[config.mk]
export PLATFORM = sky130hd
export DESIGN_NAME = omrc_ctrl
export DESIGN_NICKNAME = d
export VERILOG_FILES = /design/src/design/omrc_pkg.sv /design/src/design/omrc_ctrl.sv
export VERILOG_INCLUDE_DIRS = /design/src /design/src/design
export SDC_FILE = /design/constraint.sdc
export NUM_CORES = 1
export LEC_CHECK = 0
export BUFFER_PORTS_ARGS = -buffer_cell sky130_fd_sc_hd__buf_2
export CAP_MARGIN = 15
export CORE_MARGIN = 2
export CORE_UTILIZATION = 41
export CTS_CLUSTER_SIZE = 16
export DETAILED_ROUTE_END_ITERATION = 7
export SYNTH_ARGS = -nofsm -noshare
export SYNTH_HDL_FRONTEND = slang
export SYNTH_SLANG_ARGS = --single-unit
[constraint.sdc]
create_clock -name clk -period 4.4 [get_ports clk]
set_input_delay 0.66 -clock clk [delete_from_list [all_inputs] [get_ports clk]]
set_output_delay 0.66 -clock clk [all_outputs]
set_load 0.005 [all_outputs]
[src/design/orbit_min_representative_check_top_assert.svh]
// ----------------------------------------------------------------------------
// Orbit minimum check assertion macros
// Shared concurrent assertion forms, clocked on clk and disabled in rst.
// ----------------------------------------------------------------------------
`ifndef ORBIT_MIN_REPRESENTATIVE_CHECK_TOP_ASSERT_SVH
`define ORBIT_MIN_REPRESENTATIVE_CHECK_TOP_ASSERT_SVH

// same-cycle implication
`define OMRC_ASSERT_IMPL(label, ante, cons) \
  label: assert property (@(posedge clk) disable iff (rst) (ante) |-> (cons)) \
    else $error("omrc assertion failed");

// next-cycle implication
`define OMRC_ASSERT_NEXT(label, ante, cons) \
  label: assert property (@(posedge clk) disable iff (rst) (ante) |=> (cons)) \
    else $error("omrc assertion failed");

`endif

[src/design/omrc_pkg.sv]
// ----------------------------------------------------------------------------
// omrc_pkg
// Constants, codes and controller/datapath interface types.
// ----------------------------------------------------------------------------
`timescale 1ns / 1ps

package omrc_pkg;

  localparam int MASK_BITS      = 32;
  localparam int MAX_TRANSFORMS = 64;

  localparam int SITE_W  = $clog2(MASK_BITS);
  localparam int XF_W    = $clog2(MAX_TRANSFORMS);
  localparam int NSITE_W = $clog2(MASK_BITS + 1);
  localparam int NXF_W   = $clog2(MAX_TRANSFORMS + 1);

  localparam int MODE_W  = 2;
  localparam int CODE_W  = 2;
  localparam int NT_W    = 7;
  localparam int NS_W    = 6;
  localparam int CFG_W   = 7;
  localparam int CIDX_W  = 2;

  localparam int S_TDATA_W = 80;
  localparam int M_TDATA_W = 8;

  localparam logic OP_LOAD  = 1'b0;
  localparam logic OP_QUERY = 1'b1;

  localparam logic [MODE_W-1:0] MODE_SPIN    = 2'd0;
  localparam logic [MODE_W-1:0] MODE_HUBBARD = 2'd1;
  localparam logic [MODE_W-1:0] MODE_TJ      = 2'd2;

  localparam logic [CODE_W-1:0] REJ_NONE    = 2'd0;
  localparam logic [CODE_W-1:0] REJ_SMALLER = 2'd1;
  localparam logic [CODE_W-1:0] REJ_DOUBLE  = 2'd2;

  localparam logic [CIDX_W-1:0] REG_SYM_EN = 2'd0;
  localparam logic [CIDX_W-1:0] REG_MODE   = 2'd1;
  localparam logic [CIDX_W-1:0] REG_NXF    = 2'd2;
  localparam logic [CIDX_W-1:0] REG_NSITES = 2'd3;

  typedef struct packed {
    logic            capture;
    logic            wr;
    logic            rd_en;
    logic [XF_W-1:0] rd_addr;
    logic            flush;
  } dp_cmd_t;

  typedef struct packed {
    logic valid;
    logic smaller;
    logic dbl;
  } dp_stat_t;

endpackage

[src/design/omrc_ctrl.sv]
// ----------------------------------------------------------------------------
// omrc_ctrl
// Request sequencer: load/query dispatch, transform issue, result register.
// ----------------------------------------------------------------------------
`timescale 1ns / 1ps
`include "orbit_min_representative_check_top_assert.svh"

module omrc_ctrl (
  input  logic                           clk,
  input  logic                           rst,
  input  logic                           in_valid,
  output logic                           in_ready,
  input  logic                           op,
  input  logic                           sym_en,
  input  logic                           tj,
  input  logic [omrc_pkg::NXF_W-1:0]     nt_used,
  input  omrc_pkg::dp_stat_t             stat,
  output omrc_pkg::dp_cmd_t              cmd,
  output logic                           out_valid,
  input  logic                           out_ready,
  output logic                           out_is_rep,
  output logic [omrc_pkg::CODE_W-1:0]    out_code
);
  import omrc_pkg::*;

  typedef enum logic [1:0] {ST_IDLE, ST_CHECK, ST_RUN, ST_HOLD} state_t;

  state_t             state;
  logic [NXF_W-1:0]   iss;
  logic [NXF_W-1:0]   ret;
  logic               pend_is_rep;
  logic [CODE_W-1:0]  pend_code;

  logic               accept;
  logic               can_push;
  logic               res_load;
  logic               fin;
  logic               fin_is_rep;
  logic [CODE_W-1:0]  fin_code;

  assign in_ready = (state == ST_IDLE);
  assign accept   = in_valid && in_ready;
  assign can_push = !out_valid || out_ready;
  assign res_load = can_push && (fin || (state == ST_HOLD));

  always_comb begin
    fin        = 1'b0;
    fin_is_rep = 1'b0;
    fin_code   = REJ_NONE;
    case (state)
      ST_IDLE: begin
        if (accept && (op == OP_LOAD)) begin
          fin = 1'b1;
        end else if (accept && !sym_en) begin
          fin        = 1'b1;
          fin_is_rep = 1'b1;
        end
      end
      ST_CHECK: begin
        if (tj && stat.dbl) begin
          fin      = 1'b1;
          fin_code = REJ_DOUBLE;
        end else if (nt_used == '0) begin
          fin        = 1'b1;
          fin_is_rep = 1'b1;
        end
      end
      ST_RUN: begin
        if (stat.valid && stat.smaller) begin
          fin      = 1'b1;
          fin_code = REJ_SMALLER;
        end else if (stat.valid && (ret == nt_used - NXF_W'(1))) begin
          fin        = 1'b1;
          fin_is_rep = 1'b1;
        end
      end
      default: begin
        fin = 1'b0;
      end
    endcase
  end

  assign cmd.capture = accept && (op == OP_QUERY) && sym_en;
  assign cmd.wr      = accept && (op == OP_LOAD);
  assign cmd.rd_en   = (state == ST_RUN) && (iss < nt_used) && !fin;
  assign cmd.rd_addr = iss[XF_W-1:0];
  assign cmd.flush   = fin;

  always_ff @(posedge clk) begin
    if (rst) begin
      state     <= ST_IDLE;
      out_valid <= 1'b0;
      iss       <= '0;
      ret       <= '0;
    end else begin
      if (out_valid && out_ready && !res_load) begin
        out_valid <= 1'b0;
      end
      case (state)
        ST_IDLE, ST_CHECK, ST_RUN: begin
          if (state == ST_RUN) begin
            if (cmd.rd_en) begin
              iss <= iss + NXF_W'(1);
            end
            if (stat.valid) begin
              ret <= ret + NXF_W'(1);
            end
          end
          if (fin) begin
            if (can_push) begin
              out_valid  <= 1'b1;
              out_is_rep <= fin_is_rep;
              out_code   <= fin_code;
              state      <= ST_IDLE;
            end else begin
              pend_is_rep <= fin_is_rep;
              pend_code   <= fin_code;
              state       <= ST_HOLD;
            end
          end else if (state == ST_IDLE && accept) begin
            state <= ST_CHECK;
          end else if (state == ST_CHECK) begin
            iss   <= '0;
            ret   <= '0;
            state <= ST_RUN;
          end
        end
        ST_HOLD: begin
          if (can_push) begin
            out_valid  <= 1'b1;
            out_is_rep <= pend_is_rep;
            out_code   <= pend_code;
            state      <= ST_IDLE;
          end
        end
        default: begin
          state <= ST_IDLE;
        end
      endcase
    end
  end

  `OMRC_ASSERT_IMPL(a_stat_in_run, stat.valid, state == ST_RUN)
  `OMRC_ASSERT_IMPL(a_hold_full, state == ST_HOLD, out_valid)
  `OMRC_ASSERT_IMPL(a_retire_order, state == ST_RUN, ret <= iss)
  `OMRC_ASSERT_NEXT(a_check_once, state == ST_CHECK, state != ST_CHECK)

endmodule

==> results.txt <==
- In this run the worst path has a maximum fanout of 5.
- Initial Utilization: 41.9%
- Post-CTS timing repair inserted 0 buffers for setup.
- Post-synth EDFFs: 6
* Via count of the first global-routing pass: roughly 1,200
- Min Clock Period, post-route: between 3 and 4 ns
- Async SR Flop Fraction: 0%
- Tightest Hold Check Type: flip-flop to flip-flop
- In this run the tool buffered the top-level ports with 31 buffer cells.
- Power per standard cell area: 351 nW/um2
- Max-slew violations: 0
* DR iter-0 viols: 64
* Number of maximum-capacitance violations: 0
- Yosys attributes the largest share of cell area to dfxtp_1 21%, edfxtp_1 11%, ha_1 9.8%, xnor2_1 5.8%, nor2_1 4.5%.
* Worst relative slew slack: 48.2%
* Critical Path Source Type: primary input
* Post-synth top flop: dfxtp_1
- VDD sags by at most 0.130 mV.
* Final weighted congestion of routability-driven global placement: 0.791
* Core box area: 3940 um2
- Net switching is 38.2% of the power.
- Crit path kind: primary input to output pin
- After clock tree synthesis, the clock-pin slew on the worst setup and hold paths is 0.09 ns.
- Aggregate negative setup slack: 0 ns
- In this run, distinct cell masters in the synthesized netlist total 44.
* Number of remaining DRC errors: 0
- At the pin with the least slew margin, the transition time is about 0.77 ns.
- The first TritonRoute pass finished after 4 iterations.
- In this run, the combinational gates consume between 30% and 40% of the power.
- For this run, the number of Yosys warnings is 0.
* Die Y: 67.5 um
- Wirelength per Cell: 13.3 um
* Clock power frac: 20.7%
- In this run the cell area of the synthesized design comes to 1650 um2.
* GRT Residual Overflow: 0
* Most frequent cell after synthesis: nor2_1
* Leakage Power: 0.765 nW
- Global-route wire length before repair: between 5 and 6 mm
- Post-cts sizing count: 0
- Setup repair after global routing left no endpoint under its margin.
* Kind of end point of the critical path: output pin
- The largest individual stage delay along the critical path comes from the cell nor4_2.
* Post-layout nets: between 200 and 250
* Cell types with the highest counts after synthesis: 20 x nor2_1, 17 x dfxtp_1, 14 x inv_1, 14 x nand2_1, 13 x ha_1
- Sinks on the clock net: 23
- Dividing the final minimum period by the clock period gives around 76%.
- Timing would allow up to a little under 300 MHz.
- Maximum number of pins on one net before global-route repair: 14
* TritonCTS Buffers: 3
* Number of synthesized register bits: 23
* Arrival time reported for the critical path endpoint: 2.69 ns
- Routed wire length: 3.45 mm
- Die Wd: 67.5 um
- Sequential cells account for 40.0% of the total power.
- The top cell type by area accounts for roughly a fifth of the synthesized area.
- Max clock buf depth: 2
- The run finished with clean final reports.
- TritonCTS built the clock tree.
- Internal power contribution: approximately 400 uW
* Clock Skews: 0.00377 ns
* Core Util, Final: 46.9%
* Series of cell instances along the critical path: buf_2 -> inv_1 -> ha_1 -> xnor2_1 -> or3_1 -> nor4_2 -> a21oi_1 -> nor2_1 -> nor2_1 -> buf_2
- Global routing used 16.3% of the available tracks.
- Number of antenna violations at the first check in global routing: 0
- Standard-cell rows: 23
- In this run the number of H-tree levels came out at 1.
- Antenna diode instance count: 0
- Synthesis-to-finish area growth: 11.9%
- When the netlist entered floorplanning its net count stood at 215.
- The count of nets left with antenna violations once routing finished came out at 0.
- Vias after detailed routing: approximately 1,400
* Proportion of synthesized chip area in sequential cells: 31.5%
- Die Area: roughly 4600 um2
- In this run, post-CTS hold repair placed 0 buffers.
- Final HPWL from detailed placement: roughly 2.7 mm
- Counting every instance in the synthesized netlist gives around 190.
- Dividing the detail-routed via count by the number of cells gives 5.21.
* Clock latency on the worst-skew pair: 0.27 ns
* Clock root buffer master: clkbuf_8
* Cell taking the most area after synthesis: dfxtp_1
- Stage delay of the slowest cell on the critical path: 0.53 ns
* Syn_area_per_cell: 8.93 um2
* Final hold violation count: 0
* Layout cells sized above 1: 22.4%
- Setup violators final: 0
- Data required, critical path: 3.74 ns
* Top-level I/O count: 32
- For this design the total switching power over the nets is approximately 250 uW.
-- worst max-delay path: cells and delay by family --
| family | cells | cell delay (ns) |
|---|---|---|
| buffers and inverters | 3 | 0.32 |
| xor gates and xnor gates | 1 | 0.12 |
| adders and majority gates | 1 | 0.29 |
| and+or+nand+nor | 4 | 1.11 |
| AOI/OAI and AO/OA | 1 | 0.17 |
-- cells in the final DEF, fill, tap and decap left out, types with 6 or more instances in the layout --
| cell | instances |
|---|---|
| a21oi_1 | 8 |
| buf_2 | 31 |
| dfxtp_1 | 17 |
| edfxtp_1 | 6 |
| ha_1 | 13 |
| inv_1 | 14 |
| nand2_1 | 14 |
| nand4_1 | 6 |
| nor2_1 | 20 |
| xnor2_1 | 11 |
-- per-stage QoR --
| stage | std cells | total power, mW | hold WS, ns | area [um2] | setup slack [ns] |
|---|---|---|---|---|---|
| 6_report | 260 | 0.649 | 0.545 | 1850 | 1.05 |
| 5_1_grt | 260 | 0.705 | 0.587 | 1850 | 0.835 |
| 4_1_cts | 260 | 0.661 | 0.541 | 1850 | 1.01 |
| 3_5_place_dp | 256 | 0.522 | 0.522 | 1800 | 1.01 |
| 3_3_place_gp | 256 | 0.520 | 0.519 | 1800 | 1.03 |
| 2_1_floorplan | 185 | 0.451 | 0.481 | 1650 | 1.45 |
-- worst paths after layout --
check	startpoint	to	slack (ns)	cells past startpoint
worst min register to register	iss[3]	iss[3]	0.55	2
worst min-delay path	iss[3]	iss[3]	0.55	2
worst max register to register	state[0]	out_is_rep	1.44	8
worst max-delay path	nt_used[0]	cmd[7]	1.05	10
-- layout make-up --
| cell class | count | area, um2 |
|---|---|---|
| Inverter | 14 | 52.6 |
| Fill cell | 398 | 2090 |
| Clock buffer | 3 | 41.3 |
| Multi-Input combinational cell | 138 | 1010 |
| Timing Repair Buffer | 31 | 155 |
| Tap cell | 50 | 62.6 |
| Clock inverter | 1 | 5.00 |
| Sequential cell | 23 | 520 |
-- routing by layer --
layer	share of wire [%]	vias to the layer above	GRT usage [%]
li1	-	704	-
met1	51	616	22.9
met2	44	31	25.7
met3	4.5	4	2.50
met4	1.0	0	4.59
met5	0	-	0
-- flip-flops by register name, summed over array words and instances, names as in the netlist --
signal and cells:
pend_is_rep 1, out_code 2, iss 7, out_is_rep 1, ret 7, pend_code 2, out_valid 1, state 2
-- power by group through the flow --
| stage | sequential, mW | combinational, mW | clock, mW |
|---|---|---|---|
| 2_1_floorplan | 0.262 | 0.190 | 0 |
| 3_3_place_gp | 0.265 | 0.255 | 0 |
| 3_5_place_dp | 0.265 | 0.257 | 0 |
| 4_1_cts | 0.260 | 0.259 | 0.142 |
| 5_1_grt | 0.264 | 0.292 | 0.149 |
| 6_report | 0.260 | 0.255 | 0.135 |
-- cells by family after synthesis --
logic type,Yosys count,synth area share (%)
simple gates,73,25.2
flops,23,31.5
buf+inv,24,7.27
fa+ha+maj,13,9.85
compound gates,30,14.0
mux,6,3.71
xor+xnor,16,8.48
Power figures use the tool's default switching activity.
